### src/design/terminal_line_editor_unit_assert.svh
// Assertion macros shared by the line editor RTL.
`ifndef TERMINAL_LINE_EDITOR_UNIT_ASSERT_SVH
`define TERMINAL_LINE_EDITOR_UNIT_ASSERT_SVH

// Same-cycle implication, checked out of reset.
`define TLE_ASSERT_IMPL(lbl, ck, rn, ante, cons, msg) \
  lbl: assert property (@(posedge ck) disable iff (!rn) (ante) |-> (cons)) \
    else $error(msg);

// Next-cycle implication, checked out of reset.
`define TLE_ASSERT_NEXT(lbl, ck, rn, ante, cons, msg) \
  lbl: assert property (@(posedge ck) disable iff (!rn) (ante) |=> (cons)) \
    else $error(msg);

`endif

### src/design/tle_pkg.sv
// Types and constants shared by the line editor modules.
`default_nettype none

package tle_pkg;

  // Character codes
  localparam logic [7:0] CH_CR  = 8'h0D;
  localparam logic [7:0] CH_LF  = 8'h0A;
  localparam logic [7:0] CH_BS  = 8'h08;
  localparam logic [7:0] CH_DEL = 8'h7F;
  localparam logic [7:0] CH_SP  = 8'h20;

  // Register index of echo_enable (address bit 2)
  localparam logic REG_IDX_ECHO = 1'b0;

  // Command queue
  localparam int Q_DEPTH = 4;
  localparam int QAW     = 2;
  localparam int CMD_AW  = 8;

  typedef enum logic [1:0] {
    REQ_CHAR = 2'd0,
    REQ_POP  = 2'd1,
    REQ_LINE = 2'd2
  } req_t;

  typedef enum logic [1:0] {
    KIND_ECHO = 2'd0,
    KIND_POP  = 2'd1,
    KIND_LINE = 2'd2
  } kind_t;

  typedef enum logic [2:0] {
    OP_ECHO       = 3'd0,
    OP_RUBOUT     = 3'd1,
    OP_POP        = 3'd2,
    OP_POP_EMPTY  = 3'd3,
    OP_LINE       = 3'd4,
    OP_LINE_EMPTY = 3'd5
  } op_t;

  // One classified item as handed from front to back
  typedef struct packed {
    op_t                op;
    logic [7:0]         ch;
    logic [CMD_AW-1:0]  addr;
    logic [5:0]         n;
    logic               lr;
    logic [5:0]         blen;
  } tle_cmd_t;

  // Back end status seen by the front end
  typedef struct packed {
    logic idle;
    logic rd_done;
  } tle_back_stat_t;

endpackage

`default_nettype wire

### src/design/tle_in_if.sv
// Request channel interface of the line editor.
`default_nettype none

interface tle_in_if;
  logic       valid;
  logic       ready;
  logic [1:0] req_type;
  logic [7:0] in_char;
  logic [6:0] max_chars;

  modport source (output valid, req_type, in_char, max_chars, input ready);
  modport sink   (input valid, req_type, in_char, max_chars, output ready);
endinterface

`default_nettype wire

### src/design/tle_out_if.sv
// Result channel interface of the line editor.
`default_nettype none

interface tle_out_if;
  logic       valid;
  logic       ready;
  logic [1:0] out_kind;
  logic [7:0] out_char;
  logic       out_valid;
  logic       last;
  logic [5:0] line_count;
  logic       line_ready;
  logic [5:0] buffered_len;

  modport source (output valid, out_kind, out_char, out_valid, last, line_count,
                  line_ready, buffered_len, input ready);
  modport sink   (input valid, out_kind, out_char, out_valid, last, line_count,
                  line_ready, buffered_len, output ready);
endinterface

`default_nettype wire

### src/design/terminal_line_editor_unit.sv
// Top level of the cooked-mode line editor.
//
//  port group  dir   handshake          payload
//  in_if       in    valid/ready        req_type, in_char, max_chars
//  out_if      out   valid/ready        out_kind .. buffered_len
//  cfg_*       in    APB write/read     echo_enable at byte address 0
//
// A received character or rubout is accepted without waiting for its echo;
// its echo results leave one per cycle while out_if is ready (three for a
// rubout) from the result register. Pop and take-line use the single read
// port of the line memory: the first character passes the command queue,
// the RAM read register and the result register, then one per cycle while
// out_if is ready, and no new item is accepted until the last read is done.
// Reset is synchronous; the memory is not cleared. A stalled result holds the
// back end; the command queue (4 deep) holds the front end only when full.
`default_nettype none
`include "terminal_line_editor_unit_assert.svh"

module terminal_line_editor_unit #(
  parameter int RING_SIZE = 64
) (
  input  wire logic        clk,
  input  wire logic        rst_n,
  tle_in_if.sink           in_if,
  tle_out_if.source        out_if,
  input  wire logic        cfg_psel,
  input  wire logic        cfg_penable,
  input  wire logic        cfg_pwrite,
  input  wire logic [2:0]  cfg_paddr,
  input  wire logic [31:0] cfg_pwdata,
  output logic      [31:0] cfg_prdata,
  output logic             cfg_pready
);
  import tle_pkg::*;

  localparam int AW = $clog2(RING_SIZE);

  logic           echo_r, echo_nxt;
  logic           q_full, q_empty, q_push, q_pop;
  tle_cmd_t       q_cmd, q_head;
  tle_back_stat_t back_stat;
  logic           mem_we, mem_re;
  logic [AW-1:0]  mem_waddr, mem_raddr;
  logic [7:0]     mem_wdata, mem_rdata;
  logic           rd_busy;
  logic           cfg_wr;

  // Configuration register
  assign cfg_pready = 1'b1;
  assign cfg_wr     = cfg_psel && cfg_penable && cfg_pwrite && (cfg_paddr[2] == REG_IDX_ECHO);
  assign echo_nxt   = cfg_wr ? cfg_pwdata[0] : echo_r;
  assign cfg_prdata = (cfg_paddr[2] == REG_IDX_ECHO) ? {31'd0, echo_r} : 32'd0;

  always_ff @(posedge clk) begin
    if (!rst_n) begin
      echo_r <= 1'b0;
    end else begin
      echo_r <= echo_nxt;
    end
  end

  tle_front #(.RING_SIZE(RING_SIZE)) u_front (
    .clk       (clk),
    .rst_n     (rst_n),
    .echo_en   (echo_r),
    .in_if     (in_if),
    .q_full    (q_full),
    .q_push    (q_push),
    .q_cmd     (q_cmd),
    .back_stat (back_stat),
    .mem_we    (mem_we),
    .mem_waddr (mem_waddr),
    .mem_wdata (mem_wdata),
    .rd_busy   (rd_busy)
  );

  tle_fifo u_fifo (
    .clk      (clk),
    .rst_n    (rst_n),
    .push     (q_push),
    .push_cmd (q_cmd),
    .pop      (q_pop),
    .head     (q_head),
    .full     (q_full),
    .empty    (q_empty)
  );

  tle_ram #(.WIDTH(8), .DEPTH(RING_SIZE)) u_line_mem (
    .clk   (clk),
    .we    (mem_we),
    .waddr (mem_waddr),
    .wdata (mem_wdata),
    .re    (mem_re),
    .raddr (mem_raddr),
    .rdata (mem_rdata)
  );

  tle_back #(.RING_SIZE(RING_SIZE)) u_back (
    .clk       (clk),
    .rst_n     (rst_n),
    .q_empty   (q_empty),
    .head      (q_head),
    .q_pop     (q_pop),
    .mem_re    (mem_re),
    .mem_raddr (mem_raddr),
    .mem_rdata (mem_rdata),
    .out_if    (out_if),
    .stat      (back_stat)
  );

  // Checks
  `TLE_ASSERT_IMPL(a_busy_has_work, clk, rst_n, rd_busy, !q_empty || !back_stat.idle, "read lock with no pending read")
  `TLE_ASSERT_IMPL(a_no_write_in_read, clk, rst_n, mem_re, !mem_we, "line write during read")

endmodule

`default_nettype wire

### src/design/tle_ram.sv
// Generic single-write, single-read RAM with registered read data.
`default_nettype none

module tle_ram #(
  parameter int WIDTH = 8,
  parameter int DEPTH = 64
) (
  input  wire logic                     clk,
  input  wire logic                     we,
  input  wire logic [$clog2(DEPTH)-1:0] waddr,
  input  wire logic [WIDTH-1:0]         wdata,
  input  wire logic                     re,
  input  wire logic [$clog2(DEPTH)-1:0] raddr,
  output logic      [WIDTH-1:0]         rdata
);

  logic [WIDTH-1:0] mem [DEPTH];

  // Write port and registered read port
  always_ff @(posedge clk) begin
    if (we) begin
      mem[waddr] <= wdata;
    end
    if (re) begin
      rdata <= mem[raddr];
    end
  end

endmodule

`default_nettype wire

### src/design/tle_fifo.sv
// Short command queue between the front and back ends.
`default_nettype none

module tle_fifo (
  input  wire logic              clk,
  input  wire logic              rst_n,
  input  wire logic              push,
  input  wire tle_pkg::tle_cmd_t push_cmd,
  input  wire logic              pop,
  output tle_pkg::tle_cmd_t      head,
  output logic                   full,
  output logic                   empty
);
  import tle_pkg::*;

  tle_cmd_t         ent_r [Q_DEPTH];
  logic [QAW-1:0]   wr_ptr_r, wr_ptr_nxt;
  logic [QAW-1:0]   rd_ptr_r, rd_ptr_nxt;
  logic [QAW:0]     cnt_r, cnt_nxt;

  assign full  = (cnt_r == (QAW+1)'(Q_DEPTH));
  assign empty = (cnt_r == '0);
  assign head  = ent_r[rd_ptr_r];

  // Pointer and fill count update
  always_comb begin
    wr_ptr_nxt = wr_ptr_r;
    rd_ptr_nxt = rd_ptr_r;
    cnt_nxt    = cnt_r;
    if (push) begin
      wr_ptr_nxt = wr_ptr_r + QAW'(1);
    end
    if (pop) begin
      rd_ptr_nxt = rd_ptr_r + QAW'(1);
    end
    if (push && !pop) begin
      cnt_nxt = cnt_r + (QAW+1)'(1);
    end else if (pop && !push) begin
      cnt_nxt = cnt_r - (QAW+1)'(1);
    end
  end

  always_ff @(posedge clk) begin
    if (!rst_n) begin
      wr_ptr_r <= '0;
      rd_ptr_r <= '0;
      cnt_r    <= '0;
    end else begin
      wr_ptr_r <= wr_ptr_nxt;
      rd_ptr_r <= rd_ptr_nxt;
      cnt_r    <= cnt_nxt;
    end
  end

  // Entry storage
  always_ff @(posedge clk) begin
    if (push) begin
      ent_r[wr_ptr_r] <= push_cmd;
    end
  end

endmodule

`default_nettype wire

### src/design/tle_front.sv
// Front end: accepts request items, edits the ring state, queues commands.
`default_nettype none
`include "terminal_line_editor_unit_assert.svh"

module tle_front #(
  parameter int RING_SIZE = 64
) (
  input  wire logic                       clk,
  input  wire logic                       rst_n,
  input  wire logic                       echo_en,
  tle_in_if.sink                          in_if,
  input  wire logic                       q_full,
  output logic                            q_push,
  output tle_pkg::tle_cmd_t               q_cmd,
  input  wire tle_pkg::tle_back_stat_t    back_stat,
  output logic                            mem_we,
  output logic [$clog2(RING_SIZE)-1:0]    mem_waddr,
  output logic [7:0]                      mem_wdata,
  output logic                            rd_busy
);
  import tle_pkg::*;

  localparam int AW = $clog2(RING_SIZE);

  logic [AW-1:0] start_r, start_nxt;
  logic [AW-1:0] len_r, len_nxt;
  logic          ready_r, ready_nxt;
  logic          busy_r, busy_nxt;

  logic          accept;
  logic [7:0]    ch_m;
  logic          is_rub;
  logic          len_nz;
  logic [AW:0]   tail_sum;
  logic [AW-1:0] tail;
  logic [AW-1:0] start_inc;
  logic [AW-1:0] len_m1;
  logic [6:0]    maxc_m1;
  logic [7:0]    lw, mw, nmin;
  logic [5:0]    n6;
  logic          busy_set;

  assign in_if.ready = !q_full && !busy_r;
  assign accept      = in_if.valid && in_if.ready;
  assign rd_busy     = busy_r;

  // Classification and ring arithmetic
  always_comb begin
    ch_m      = (in_if.in_char == CH_CR) ? CH_LF : in_if.in_char;
    is_rub    = (ch_m == CH_BS) || (ch_m == CH_DEL);
    len_nz    = (len_r != '0);
    tail_sum  = {1'b0, start_r} + {1'b0, len_r};
    tail      = (tail_sum >= (AW+1)'(RING_SIZE)) ?
                AW'(tail_sum - (AW+1)'(RING_SIZE)) : tail_sum[AW-1:0];
    start_inc = (start_r == AW'(RING_SIZE - 1)) ? '0 : start_r + AW'(1);
    len_m1    = len_r - AW'(1);
    maxc_m1   = (in_if.max_chars == '0) ? 7'd0 : in_if.max_chars - 7'd1;
    lw        = 8'(len_m1);
    mw        = {1'b0, maxc_m1};
    nmin      = (lw < mw) ? lw : mw;
    if (!len_nz) begin
      n6 = 6'd0;
    end else if (nmin > 8'd63) begin
      n6 = 6'd63;
    end else begin
      n6 = nmin[5:0];
    end
  end

  // State update and command build
  always_comb begin
    start_nxt  = start_r;
    len_nxt    = len_r;
    ready_nxt  = ready_r;
    q_push     = 1'b0;
    mem_we     = 1'b0;
    busy_set   = 1'b0;
    q_cmd.op   = OP_ECHO;
    if (accept) begin
      case (req_t'(in_if.req_type))
        REQ_CHAR: begin
          if (is_rub) begin
            if (len_nz) begin
              len_nxt  = len_r - AW'(1);
              q_push   = 1'b1;
              q_cmd.op = OP_RUBOUT;
            end
          end else begin
            if (len_r != AW'(RING_SIZE - 1)) begin
              mem_we  = 1'b1;
              len_nxt = len_r + AW'(1);
            end
            if (ch_m == CH_LF) begin
              ready_nxt = 1'b1;
            end
            if (echo_en) begin
              q_push   = 1'b1;
              q_cmd.op = OP_ECHO;
            end
          end
        end
        REQ_POP: begin
          q_push = 1'b1;
          if (len_nz) begin
            q_cmd.op  = OP_POP;
            start_nxt = start_inc;
            len_nxt   = len_r - AW'(1);
            busy_set  = 1'b1;
          end else begin
            q_cmd.op = OP_POP_EMPTY;
          end
        end
        REQ_LINE: begin
          q_push    = 1'b1;
          start_nxt = tail;
          len_nxt   = '0;
          ready_nxt = 1'b0;
          if (n6 != '0) begin
            q_cmd.op = OP_LINE;
            busy_set = 1'b1;
          end else begin
            q_cmd.op = OP_LINE_EMPTY;
          end
        end
        default: begin
        end
      endcase
    end
    q_cmd.ch   = ch_m;
    q_cmd.addr = CMD_AW'(start_r);
    q_cmd.n    = n6;
    q_cmd.lr   = ready_nxt;
    q_cmd.blen = 6'(len_nxt);
  end

  assign mem_waddr = tail;
  assign mem_wdata = ch_m;

  // Read lock: set by a queued read, cleared when the back end finishes it
  always_comb begin
    busy_nxt = busy_r;
    if (busy_set) begin
      busy_nxt = 1'b1;
    end else if (back_stat.rd_done) begin
      busy_nxt = 1'b0;
    end
  end

  always_ff @(posedge clk) begin
    if (!rst_n) begin
      start_r <= '0;
      len_r   <= '0;
      ready_r <= 1'b0;
      busy_r  <= 1'b0;
    end else begin
      start_r <= start_nxt;
      len_r   <= len_nxt;
      ready_r <= ready_nxt;
      busy_r  <= busy_nxt;
    end
  end

  // Checks
  `TLE_ASSERT_IMPL(a_len_bound, clk, rst_n, 1'b1, len_r <= AW'(RING_SIZE - 1), "ring overfilled")
  `TLE_ASSERT_NEXT(a_line_clears, clk, rst_n, accept && (in_if.req_type == REQ_LINE), (len_r == '0) && !ready_r, "take line left state")

endmodule

`default_nettype wire

### src/design/tle_back.sv
// Back end: carries out queued commands and drives the result register.
`default_nettype none
`include "terminal_line_editor_unit_assert.svh"

module tle_back #(
  parameter int RING_SIZE = 64
) (
  input  wire logic                     clk,
  input  wire logic                     rst_n,
  input  wire logic                     q_empty,
  input  wire tle_pkg::tle_cmd_t        head,
  output logic                          q_pop,
  output logic                          mem_re,
  output logic [$clog2(RING_SIZE)-1:0]  mem_raddr,
  input  wire logic [7:0]               mem_rdata,
  tle_out_if.source                     out_if,
  output tle_pkg::tle_back_stat_t       stat
);
  import tle_pkg::*;

  localparam int AW = $clog2(RING_SIZE);

  typedef enum logic [2:0] {
    S_IDLE = 3'b001,
    S_EMIT = 3'b010,
    S_DATA = 3'b100
  } bst_t;

  bst_t          state_r, state_nxt;
  tle_cmd_t      cur_r, cur_nxt;
  logic [5:0]    cnt_r, cnt_nxt;
  logic [AW-1:0] rd_addr_r, rd_addr_nxt;
  logic [AW-1:0] addr_inc;

  logic          out_v_r, out_v_nxt;
  kind_t         kind_r, kind_nxt;
  logic [7:0]    char_r, char_nxt;
  logic          cval_r, cval_nxt;
  logic          last_r, last_nxt;
  logic [5:0]    lcnt_r, lcnt_nxt;
  logic          lr_r, lr_nxt;
  logic [5:0]    blen_r, blen_nxt;

  logic          out_free;
  logic          load;
  logic          fin;

  assign out_free = !out_v_r || out_if.ready;
  assign addr_inc = (rd_addr_r == AW'(RING_SIZE - 1)) ? '0 : rd_addr_r + AW'(1);

  // Command sequencer
  always_comb begin
    state_nxt   = state_r;
    cur_nxt     = cur_r;
    cnt_nxt     = cnt_r;
    rd_addr_nxt = rd_addr_r;
    q_pop       = 1'b0;
    mem_re      = 1'b0;
    mem_raddr   = rd_addr_r;
    load        = 1'b0;
    fin         = 1'b0;
    stat.idle   = (state_r == S_IDLE);
    stat.rd_done = 1'b0;
    kind_nxt    = kind_r;
    char_nxt    = char_r;
    cval_nxt    = cval_r;
    last_nxt    = last_r;
    lcnt_nxt    = lcnt_r;
    lr_nxt      = cur_r.lr;
    blen_nxt    = cur_r.blen;
    case (state_r)
      S_IDLE: begin
        if (!q_empty) begin
          q_pop   = 1'b1;
          cur_nxt = head;
          cnt_nxt = '0;
          if ((head.op == OP_POP) || (head.op == OP_LINE)) begin
            mem_re      = 1'b1;
            mem_raddr   = head.addr[AW-1:0];
            rd_addr_nxt = head.addr[AW-1:0];
            state_nxt   = S_DATA;
          end else begin
            state_nxt = S_EMIT;
          end
        end
      end
      S_EMIT: begin
        if (out_free) begin
          load     = 1'b1;
          lcnt_nxt = '0;
          case (cur_r.op)
            OP_ECHO: begin
              kind_nxt = KIND_ECHO;
              char_nxt = cur_r.ch;
              cval_nxt = 1'b1;
              fin      = 1'b1;
            end
            OP_RUBOUT: begin
              // backspace, space, backspace
              kind_nxt = KIND_ECHO;
              char_nxt = (cnt_r == 6'd1) ? CH_SP : CH_BS;
              cval_nxt = 1'b1;
              fin      = (cnt_r == 6'd2);
            end
            OP_POP_EMPTY: begin
              kind_nxt = KIND_POP;
              char_nxt = 8'd0;
              cval_nxt = 1'b0;
              fin      = 1'b1;
            end
            default: begin
              kind_nxt = KIND_LINE;
              char_nxt = 8'd0;
              cval_nxt = 1'b0;
              fin      = 1'b1;
            end
          endcase
          last_nxt = fin;
          if (fin) begin
            state_nxt = S_IDLE;
          end else begin
            cnt_nxt = cnt_r + 6'd1;
          end
        end
      end
      S_DATA: begin
        if (out_free) begin
          load     = 1'b1;
          char_nxt = mem_rdata;
          cval_nxt = 1'b1;
          if (cur_r.op == OP_POP) begin
            kind_nxt = KIND_POP;
            lcnt_nxt = '0;
            fin      = 1'b1;
          end else begin
            kind_nxt = KIND_LINE;
            lcnt_nxt = cur_r.n;
            fin      = (cnt_r == cur_r.n - 6'd1);
          end
          last_nxt = fin;
          if (fin) begin
            state_nxt    = S_IDLE;
            stat.rd_done = 1'b1;
          end else begin
            // next character of the line
            mem_re      = 1'b1;
            mem_raddr   = addr_inc;
            rd_addr_nxt = addr_inc;
            cnt_nxt     = cnt_r + 6'd1;
          end
        end
      end
      default: begin
        state_nxt = S_IDLE;
      end
    endcase
  end

  // Result register valid
  always_comb begin
    out_v_nxt = out_v_r && !out_if.ready;
    if (load) begin
      out_v_nxt = 1'b1;
    end
  end

  always_ff @(posedge clk) begin
    if (!rst_n) begin
      state_r <= S_IDLE;
      out_v_r <= 1'b0;
    end else begin
      state_r <= state_nxt;
      out_v_r <= out_v_nxt;
    end
  end

  // Payload registers
  always_ff @(posedge clk) begin
    cur_r     <= cur_nxt;
    cnt_r     <= cnt_nxt;
    rd_addr_r <= rd_addr_nxt;
    if (load) begin
      kind_r <= kind_nxt;
      char_r <= char_nxt;
      cval_r <= cval_nxt;
      last_r <= last_nxt;
      lcnt_r <= lcnt_nxt;
      lr_r   <= lr_nxt;
      blen_r <= blen_nxt;
    end
  end

  assign out_if.valid        = out_v_r;
  assign out_if.out_kind     = kind_r;
  assign out_if.out_char     = char_r;
  assign out_if.out_valid    = cval_r;
  assign out_if.last         = last_r;
  assign out_if.line_count   = lcnt_r;
  assign out_if.line_ready   = lr_r;
  assign out_if.buffered_len = blen_r;

  // Checks
  `TLE_ASSERT_IMPL(a_data_op, clk, rst_n, state_r == S_DATA, (cur_r.op == OP_POP) || ((cur_r.op == OP_LINE) && (cnt_r < cur_r.n)), "bad read command")
  `TLE_ASSERT_IMPL(a_rubout_cnt, clk, rst_n, (state_r == S_EMIT) && (cnt_r != 6'd0), (cur_r.op == OP_RUBOUT) && (cnt_r < 6'd3), "echo sequence overrun")

endmodule

`default_nettype wire

### src/flat_wrapper.sv
// flat-port wrapper written by rule: the top's interface ports become plain ports
module terminal_line_editor_unit_flat import tle_pkg::*;
#(
  parameter int RING_SIZE = 64
)
  (clk, rst_n, cfg_psel, cfg_penable, cfg_pwrite, cfg_paddr, cfg_pwdata, cfg_prdata, cfg_pready, in_if_valid, in_if_req_type, in_if_in_char, in_if_max_chars, in_if_ready, out_if_valid, out_if_out_kind, out_if_out_char, out_if_out_valid, out_if_last, out_if_line_count, out_if_line_ready, out_if_buffered_len, out_if_ready);
  tle_in_if in_if_i ();
  tle_out_if out_if_i ();
  input  wire logic clk;
  input  wire logic rst_n;
  input  wire logic cfg_psel;
  input  wire logic cfg_penable;
  input  wire logic cfg_pwrite;
  input  wire logic [2:0] cfg_paddr;
  input  wire logic [31:0] cfg_pwdata;
  output logic      [31:0] cfg_prdata;
  output logic cfg_pready;
  input wire logic [$bits(in_if_i.valid)-1:0] in_if_valid;
  input wire logic [$bits(in_if_i.req_type)-1:0] in_if_req_type;
  input wire logic [$bits(in_if_i.in_char)-1:0] in_if_in_char;
  input wire logic [$bits(in_if_i.max_chars)-1:0] in_if_max_chars;
  output wire logic [$bits(in_if_i.ready)-1:0] in_if_ready;
  output wire logic [$bits(out_if_i.valid)-1:0] out_if_valid;
  output wire logic [$bits(out_if_i.out_kind)-1:0] out_if_out_kind;
  output wire logic [$bits(out_if_i.out_char)-1:0] out_if_out_char;
  output wire logic [$bits(out_if_i.out_valid)-1:0] out_if_out_valid;
  output wire logic [$bits(out_if_i.last)-1:0] out_if_last;
  output wire logic [$bits(out_if_i.line_count)-1:0] out_if_line_count;
  output wire logic [$bits(out_if_i.line_ready)-1:0] out_if_line_ready;
  output wire logic [$bits(out_if_i.buffered_len)-1:0] out_if_buffered_len;
  input wire logic [$bits(out_if_i.ready)-1:0] out_if_ready;
  assign in_if_i.valid = in_if_valid;
  assign in_if_i.req_type = in_if_req_type;
  assign in_if_i.in_char = in_if_in_char;
  assign in_if_i.max_chars = in_if_max_chars;
  assign in_if_ready = in_if_i.ready;
  assign out_if_valid = out_if_i.valid;
  assign out_if_out_kind = out_if_i.out_kind;
  assign out_if_out_char = out_if_i.out_char;
  assign out_if_out_valid = out_if_i.out_valid;
  assign out_if_last = out_if_i.last;
  assign out_if_line_count = out_if_i.line_count;
  assign out_if_line_ready = out_if_i.line_ready;
  assign out_if_buffered_len = out_if_i.buffered_len;
  assign out_if_i.ready = out_if_ready;
  terminal_line_editor_unit #(.RING_SIZE(RING_SIZE)) u_core (.clk(clk), .rst_n(rst_n), .in_if(in_if_i), .out_if(out_if_i), .cfg_psel(cfg_psel), .cfg_penable(cfg_penable), .cfg_pwrite(cfg_pwrite), .cfg_paddr(cfg_paddr), .cfg_pwdata(cfg_pwdata), .cfg_prdata(cfg_prdata), .cfg_pready(cfg_pready));
endmodule
### config.mk
export PLATFORM = sky130hd
export DESIGN_NAME = terminal_line_editor_unit_flat
export DESIGN_NICKNAME = d
export VERILOG_FILES = /design/src/design/tle_pkg.sv /design/src/design/tle_in_if.sv /design/src/design/tle_out_if.sv /design/src/design/terminal_line_editor_unit.sv /design/src/design/tle_ram.sv /design/src/design/tle_fifo.sv /design/src/design/tle_front.sv /design/src/design/tle_back.sv /design/src/flat_wrapper.sv
export VERILOG_INCLUDE_DIRS = /design/src /design/src/design
export SDC_FILE = /design/constraint.sdc
export NUM_CORES = 1
export LEC_CHECK = 0
export BUFFER_PORTS_ARGS = -buffer_cell sky130_fd_sc_hd__buf_4
export CAP_MARGIN = 30
export CELL_PAD_IN_SITES_DETAIL_PLACEMENT = 0
export CELL_PAD_IN_SITES_GLOBAL_PLACEMENT = 2
export CORE_UTILIZATION = 36
export CTS_BUF_LIST = sky130_fd_sc_hd__clkbuf_16
export DETAILED_ROUTE_END_ITERATION = 8
export PLACE_DENSITY = 0.66
export SLEW_MARGIN = 0
export SYNTH_ARGS = -nofsm -noshare
export SYNTH_HDL_FRONTEND = slang
export SYNTH_SLANG_ARGS = --single-unit
### constraint.sdc
create_clock -name clk -period 13.8 [get_ports clk]
set_clock_uncertainty 0.1 [all_clocks]
set_input_delay 2.76 -clock clk [delete_from_list [all_inputs] [get_ports clk]]
set_output_delay 2.76 -clock clk [all_outputs]
set_load 0.005 [all_outputs]
Yosys cells after proc, flatten, opt, wreduce, memory -nomap -nowiden
Memories as Yosys holds them, arrays and structs flattened. A register that Yosys moved wholly into a read port is not among the register bits.
Cells that the tools add are included.
Storage, ports and cells
  flip-flop bits (word level): 87
  bits in writable memories: 632
  input port bits: 59
  output and inout port bits: 60
  word-level logic and storage cells: 215
  memories: 2
Memories
  u_core.u_line_mem.mem: depth 64, width 8, rd ports 1, clocked after Yosys merged registers in 1, wr ports 1, line tle_ram.sv:17  | logic [WIDTH-1:0] mem [DEPTH];
  u_core.u_fifo.ent_r: depth 4, width 30, rd ports 1, clocked after Yosys merged registers in 1, wr ports 1, line tle_fifo.sv:16  | tle_cmd_t ent_r [Q_DEPTH];
Cells by class
  add/subtract/negate cells: 13
  order comparisons: 3
  equality and inequality tests: 29
  mux-type cells: 106
  bitwise gates (word level): 2
  reductions and logical operators: 36
Operators with widths (number)
  6-bit two-way mux: 23
  1-bit two-way mux: 46
  6-bit one-hot mux with 2 select lines: 3
  6-bit one-hot mux with 3 select lines: 2
  8-bit one-hot mux with 2 select lines: 2
  3-bit two-way mux: 10
  6-bit by 1-bit adder with 6-bit output (second input constant): 4
  8-bit by 4-bit == test with 1-bit output (second input constant): 3
  8-bit two-way mux: 3
  3-bit one-hot mux with 3 select lines: 2
  6-bit by 1-bit subtractor with 6-bit output (second input constant): 3
  2-bit inequality test (second input constant): 8
  7-bit two-way mux: 2
  3-bit by 2-bit == test with 1-bit output (second input constant): 4
  6-bit == test (second input constant): 2
  1-bit one-hot mux with 2 select lines: 6
  6-bit nonzero test: 2
  2-bit two-way mux: 5
  3-bit == test (second input constant): 3
  8-bit by 7-bit == test with 1-bit output (second input constant): 1
  1-bit logical AND: 8
  2-bit one-hot mux with 2 select lines: 2
  2-bit nonzero test: 4
  6-bit by 6-bit adder with 7-bit output: 1
  27 further kinds: 40

Logic depth before layout (Yosys ltp)
Gate-level depths: netlist of the first run.
  word-level depth: 12
  depth in mapped cells: 17
  mapped depth without buffers: 14

By module
A second synthesis of the first run with hierarchy kept.
Unflattened totals
  cells, all modules: 1710
  area, all modules: 30707.0 um2
Modules (own cells, without submodules)
  tle_ram: instances 1, cells each 940, area an instance 20250.7 um2
  tle_fifo: instances 1, cells each 210, area an instance 5103.6 um2
  tle_back: instances 1, cells each 216, area an instance 2817.7 um2
  tle_front: instances 1, cells each 304, area an instance 2219.6 um2
  terminal_line_editor_unit: instances 1, cells each 40, area an instance 315.3 um2

Worst setup path after synthesis of the first run
OpenSTA, ideal clock, no wires.
  path type: input to register
  from: input in_if_in_char[7]
  to: memory u_core.u_fifo.ent_r[0][19] (netlist name) (data pin)
  setup time: 757 ps
  data arrival time: 5854 ps
  required time: 12943 ps
  slack: 7088 ps
  stages: 4
  path buffers: 0
  cells stage by stage: nand2b_1 -> nor4_1 -> nor2b_1 -> a21boi_0
Between the ends
  cells in the longest elaborated chain, start to end: 2
RTL lines
  from (decl): line flat_wrapper.sv:20  | input wire logic [$bits(in_if_i.in_char)-1:0] in_if_in_char;
  8-bit by 4-bit == test with 1-bit output: line tle_front.sv:49  | ch_m = (in_if.in_char == CH_CR) ? CH_LF : in_if.in_char;
  8-bit two-way mux: line tle_front.sv:49
  via u_core.mem_wdata[0]: line terminal_line_editor_unit.sv:44  | logic [7:0] mem_wdata, mem_rdata;
  to (decl): line tle_fifo.sv:16
The timed path passes the listed nets, and every way through them passes these cells.

Worst setup path in the final report of the first run
  from: input out_if_ready
  to: register u_core.u_line_mem.rdata[1] (read register of u_core.u_line_mem.mem) (data pin)
Between the ends
  cells in the longest elaborated chain, start to end: 3
RTL lines
  from (decl): line flat_wrapper.sv:31  | input wire logic [$bits(out_if_i.ready)-1:0] out_if_ready;
  1-bit logical OR *: line tle_back.sv:48  | assign out_free = !out_v_r || out_if.ready;
  6-bit two-way mux / 1-bit two-way mux (equally long branches): line tle_back.sv:127  | if (out_free) begin
  6-bit one-hot mux with 2 select lines / 1-bit one-hot mux with 2 select lines (equally long branches): line tle_back.sv:71  | case (state_r)
  to (decl): line tle_ram.sv:14  | output logic [WIDTH-1:0] rdata
Mark *: on every way between the ends. The rest lies on a longest branch, timed or not.
A chain may end at the register's enable or synchronous reset.

==> impl_metrics.json, run 1 <==
{
  "hpwlAfterDp_microns": 42790,
  "hold_path.class": "register to register",
  "finalSetupViolCount": 0,
  "row_count": 106,
  "clock_latency_ps": 640,
  "final_antenna_net_count": 0,
  "cp_max_fo": 37,
  "grt_pass1_wl_microns": 103100,
  "layoutNonFillerInstCount": 3015,
  "run_status": "complete, no violations",
  "p_switching_mw": 2.490,
  "multi_input_area_sq_mm": 0.008134,
  "ys_seq_area_share_pct": 71.02,
  "drtPass1Iterations": 5,
  "crit_path_start_kind": "primary input",
  "grt_max_degree": 134,
  "fin_crit_ps": 7367,
  "fp.dieH_microns": 292.3,
  "worst_pin_slew_ps": 1032,
  "required_ps": 14010,
  "synth.cell_area_sq_mm": 0.03034,
  "pwr-share-comb_pct": 35.6,
  "via_per_inst": 5.191,
  "fin_crit_sh_pct": 53.39,
  "cp.arrival_ps": 7580,
  "wl_per_cell_microns": 23.19,
  "nets": 1961,
  "ios": 119,
  "yosysUniqueCellTypes": 74,
  "drv_cap": 0,
  "internal_power_mw": 4.837,
  "avgSynthCellArea_sq_um": 16.96,
  "cts.htree.levels": 3,
  "utilization_pct": 41.07,
  "dieArea_sq_mm": 0.08545,
  "p_seq_share_pct": 36.7,
  "rsz0062_at_grt": "false",
  "initial_utilization_pct": 36.32,
  "crit_type": "primary input to register",
  "grt_pass1_vias": 15826,
  "clkTransAtPathRegs_ps": 60,
  "drive_gt1_share_pct": 17.48,
  "wl_microns": 69920,
  "p_per_area_mw_per_mm2": 213.5,
  "async_flop_share_pct": 0,
  "cts_hold_buffers": 0,
  "ys.flop_type": "edfxtp_1",
  "place_inst": 2868,
  "vdd_drop_max_mv": 0.1837,
  "seq_area_sq_mm": 0.02155,
  "fillerInstances": 7475,
  "synth_edf_count": 695,
  "relSlewSlack_pct": 31.19,
  "syn_inst": 1789,
  "ys_ff_latch": 729,
  "clkPwrFrac_pct": 27.6,
  "routabilityCongestion": 0.7910,
  "hold_viol": 0,
  "antenna_found_initial": 0,
  "die_x_microns": 292.3,
  "endpoint_kind": "register",
  "yosysWarnings": 0,
  "cts_buffer_depth": 3,
  "cts_resized": 0,
  "netSwitchingFraction_pct": 33.98,
  "cts_sinks": 729,
  "vias": 15652,
  "core-area_sq_mm": 0.08356,
  "overflow": 0,
  "numCtsBuffers": 78,
  "final_cell_mix": "695 x edfxtp_1, 154 x mux2i_1, 136 x nor2_1, 107 x mux4_2, 91 x nand2_1",
  "drtIter0Drc": 1049,
  "cts_tree": "done",
  "drc": 0,
  "leakagePower_nw": 11.77,
  "post_cts_buffers": 0,
  "io_buffers": 53,
  "max_freq_ghz": 0.1357,
  "grt_usage_pct": 16.39,
  "layout_commonest_cell": "edfxtp_1",
  "slew_viol_final": 0,
  "areaGrowthSynthToFinish_pct": 13.08,
  "cts-root-buf": "clkbuf_16",
  "setup-tns-final_ps": 0
}
## path summary, 6_finish.rpt
kind                                  start                              endpoint  slack, ps  cells past startpoint
setup / recovery               out_if_ready            u_core.u_line_mem.rdata[1]       6430                     12
hold / removal    u_core.u_back.blen_nxt[4]  u_core.u_back.out_if.buffered_len[4]        310                      0
setup reg to reg                   register            u_core.u_line_mem.rdata[1]       6920                     13
hold reg to reg   u_core.u_back.blen_nxt[4]  u_core.u_back.out_if.buffered_len[4]        310                      0
## logic make-up (layout without fill, tap and decap cells)
group	count (synthesis)	after routing	share of synthesized area [%]
DFF	729	729	71.02
and+or+nand+nor	374	374	5.905
muxes	275	275	13.54
AOI/OAI and AO/OA	197	197	4.404
buffers and inverters	145	260	2.701
xor gates and xnor gates	35	35	1.035
adders and majority gates	32	32	1.369
other	2	33	0.02475
## worst max-delay path, cell delays in order
cell and delay, ps:
buf_4 110, nor2b_1 390, nor2_1 100, o21ai_2 220
a221o_4 730, buf_4 710, buf_4 610, mux4_2 580
nand2_1 110, o21ai_0 170, nor4_1 750, o211ai_1 220
## layer usage
| layer | share of wire [%] | GRT usage [%] | up-vias |
|---|---|---|---|
| li1 | - | - | 7123 |
| met1 | 46 | 23.22 | 8059 |
| met2 | 48 | 26.38 | 382 |
| met3 | 4.2 | 2.147 | 88 |
| met4 | 1.7 | 4.891 | 0 |
| met5 | 0 | 0 | - |
## synthesized netlist by cell type, types with 18 or more instances
cell | instances | area share (%)
clkbuf_1 | 33 | 0.41
nand3_1 | 22 | 0.36
o21ai_0 | 39 | 0.64
mux2i_1 | 154 | 5.1
edfxtp_1 | 695 | 69
buf_4 | 49 | 1.2
nand2_1 | 91 | 1.1
inv_1 | 36 | 0.45
ha_1 | 30 | 1.2
mux4_2 | 107 | 7.9
nand2b_1 | 21 | 0.43
dfxtp_1 | 34 | 2.2
and2_1 | 19 | 0.39
xor2_1 | 18 | 0.52
a21oi_1 | 35 | 0.58
nor2_1 | 136 | 1.7
## flip-flops by register name, indices dropped and copies added, names as in the netlist, 3 cells and up, named ones only
register,cells
u_core.u_line_mem.mem,512
u_core.u_back.cur_r,17
u_core.u_back.out_if.buffered_len,6
u_core.u_back.state_r,3
u_core.u_back.blen_nxt,6
u_core.u_line_mem.rdata,8
u_core.u_back.out_if.out_char,8
u_core.u_fifo.ent_r,120
u_core.u_front.start_r,6
u_core.u_fifo.cnt_r,3
u_core.u_back.out_if.line_count,6
u_core.u_front.len_r,6
u_core.u_back.rd_addr_r,6
u_core.u_back.cnt_r,6
## cell type report
cell class | instances | area share [%]
Antenna cell | 1 | 0.007293
Inverter | 38 | 0.4157
Tap cell | 1080 | 3.938
Clock inverter | 65 | 1.539
Multi-Input combinational cell | 945 | 23.71
Timing Repair Buffer | 78 | 1.823
Sequential cell | 729 | 62.81
Clock buffer | 79 | 5.761
## power groups by stage
stage | logic (mW) | registers, mW | clock network (mW)
CTS | 2.66 | 2.69 | 2.07
global route | 2.81 | 2.71 | 2.15
detailed placement | 2.65 | 2.74 | 0
floorplan | 1.95 | 2.70 | 0
global placement | 2.64 | 2.74 | 0
finish | 2.61 | 2.69 | 2.02
## metrics by stage
| stage | setup WS (ps) | instance area, sq um | hold WS (ps) | power, mW |
|---|---|---|---|---|
| 2_1_floorplan | 7088 | 30460 | 300.3 | 4.646 |
| 3_3_place_gp | 5620 | 31770 | 304.9 | 5.372 |
| 3_5_place_dp | 5585 | 31780 | 304.5 | 5.388 |
| 4_1_cts | 6187 | 34280 | 314.7 | 7.423 |
| 5_1_grt | 5997 | 34310 | 323.9 | 7.669 |
| 6_report | 6433 | 34310 | 314.3 | 7.326 |
(Power assumes the default switching activity.)
==> run 2: changes to the inputs <==
==> constraint.sdc (replaced) <==
create_clock -name clk -period 7.3 [get_ports clk]
set_clock_uncertainty 0.1 [all_clocks]
set_input_delay 1.46 -clock clk [delete_from_list [all_inputs] [get_ports clk]]
set_output_delay 1.46 -clock clk [all_outputs]
set_load 0.005 [all_outputs]
==> run 2 against run 1 <==
  * Core utilization grew 0.18 points
  * Die area did not move
  * Sequential cell count unchanged
  * Non-clock buffer count grew 22
  * Combinational power increased by 95%
  * Clock power rose by 85%
  * Clock-buffer cell count up 1
  * Critical path type is now register to register
==> impl_metrics.json, run 2 (synthesis gave the netlist of run 1 again) <==
{
  "run_status": "complete, no violations",
  "p_total_mw": 13.91,
  "drc": 0,
  "path_cells": "mux4_2, xnor2_2, or3_1, a221oi_1, a221o_4, buf_4, mux4_2, a22oi_1, o21ai_1, nor4_1, o211ai_1",
  "areaGrowthSynthToFinish_pct": 13.58,
  "r2r_setup_slack_ps": 1830,
  "crit_type": "register to register",
  "core-area_sq_mm": 0.08356,
  "final_antenna_net_count": 0,
  "placed_cell_area_sq_mm": 0.03200,
  "cts_tree": "done",
  "cts_resized": 0,
  "hpwlAfterDp_microns": 44360,
  "drv_cap": 0,
  "cts_hold_buffers": 0,
  "required_ps": 7470,
  "top_regs": "u_core.u_line_mem.mem (512), u_core.u_fifo.ent_r (120), u_core.u_back.cur_r (17)",
  "cts_buffer_depth": 3,
  "die_x_microns": 292.3,
  "fp.dieH_microns": 292.3,
  "cts-root-buf": "clkbuf_16",
  "crit_top_cell": "mux4_2",
  "nets": 1981,
  "setup_ws_ps": 1826,
  "wl_microns": 70400,
  "cp_max_fo": 20,
  "hold_path.class": "register to register",
  "rsz0062_at_grt": "false",
  "utilization_pct": 41.25,
  "grt_pass1_vias": 15955,
  "antenna_found_initial": 1,
  "numCtsBuffers": 76,
  "largest_reg_flops": 512,
  "leakagePower_nw": 11.85,
  "relSlewSlack_pct": 32.83,
  "max_stage_delay_ps": 850,
  "place_inst": 2890,
  "cp.arrival_ps": 5640,
  "grt_pass1_wl_microns": 103800,
  "crit_end": "u_core.u_line_mem.rdata[2]",
  "drive_gt1_share_pct": 17.74,
  "drtPass1Iterations": 5,
  "r2r-end": "u_core.u_line_mem.rdata[2]",
  "diodes": 0,
  "grt_max_degree": 71,
  "routabilityCongestion": 0.7721,
  "crit_path_start_kind": "register",
  "endpoint_kind": "register",
  "post_cts_buffers": 0,
  "r2r_cells": 11,
  "top_register": "u_core.u_line_mem.mem",
  "vdd_drop_max_mv": 0.2938,
  "overflow": 0,
  "setup-tns-final_ps": 0,
  "drtIter0Drc": 979,
  "fin_crit_ps": 5474,
  "cts.htree.levels": 3,
  "io_buffers": 53,
  "initial_utilization_pct": 36.32,
  "ios": 119,
  "hold_viol": 0,
  "row_count": 106,
  "slew_viol_final": 0,
  "wl_per_cell_microns": 23.23,
  "cp.depth": 11,
  "max_freq_ghz": 0.1827,
  "via_per_inst": 5.215,
  "crit_buf_inv": 1,
  "clock_latency_ps": 610,
  "whs_ps": 321.2,
  "fin_crit_sh_pct": 74.99,
  "dieArea_sq_mm": 0.08545,
  "worst_pin_slew_ps": 998.3,
  "slowest_stage": "nor4_1",
  "cp_top_family": "compound AO/OA/AOI/OAI gates",
  "final_cell_mix": "695 x edfxtp_1, 154 x mux2i_1, 136 x nor2_1, 107 x mux4_2",
  "grt_usage_pct": 16.46,
  "detailedPlace.worstSlack_ps": 1344,
  "clkTransAtPathRegs_ps": 60,
  "design_area_sq_mm": 0.03446,
  "layout_commonest_cell": "edfxtp_1",
  "layoutNonFillerInstCount": 3030,
  "p_per_area_mw_per_mm2": 403.5,
  "vias": 15800,
  "cts_sinks": 729,
  "finalSetupViolCount": 0
}
-- run 2: how the worst min path moves through the flow --
stage,cells after the start,start,slack (ps),end
3_3_place_gp,0,u_core.u_back.blen_nxt[2],310,u_core.u_back.out_if.buffered_len[2]
4_1_cts,0,u_core.u_back.blen_nxt[1],320,u_core.u_back.out_if.buffered_len[1]
3_5_place_dp,0,u_core.u_back.blen_nxt[1],310,u_core.u_back.out_if.buffered_len[1]
6_report,0,u_core.u_back.blen_nxt[1],320,u_core.u_back.out_if.buffered_len[1]
5_1_grt,0,u_core.u_back.blen_nxt[1],340,u_core.u_back.out_if.buffered_len[1]
2_1_floorplan,0,u_core.u_back.blen_nxt[0],300,u_core.u_back.out_if.buffered_len[0]
-- run 2: power by group --
group,internal [mW],total [mW],switching [mW],leakage [nW]
combinational,2.11,5.09,2.99,4.04
clock,2.16,3.73,1.57,1.23
sequential,4.91,5.08,0.167,6.58
total,9.18,13.9,4.73,11.9
-- run 2: cell type report --
cell class | count | area [sq um]
fill | 7545 | 49090
sequential | 729 | 21550
multi-input combinational | 945 | 8134
clock buffer | 80 | 2002
tap | 1080 | 1351
timing repair buffer | 100 | 865.8
clock inverter | 58 | 416.7
inverter | 38 | 142.6
-- run 2: metal layers --
| metal | vias up | track usage [%] | wire (microns) |
|---|---|---|---|
| met1 | 8202 | 22.55 | 31550 |
| met5 | - | 0 | 0 |
| met2 | 386 | 26.83 | 34070 |
| li1 | 7141 | - | - |
| met3 | 71 | 3.081 | 3617 |
| met4 | 0 | 4.559 | 1164 |
-- run 2: worst reg2reg max path, delay by kind of cell (launching register included) --
family                    cells  cell delay [ps]
xor gates and xnor gates      1              210
DFF                           1              420
buffers and inverters         1              400
muxes                         2             1130
AOI/OAI and AO/OA             5             1570
and+or+nand+nor               2             1310
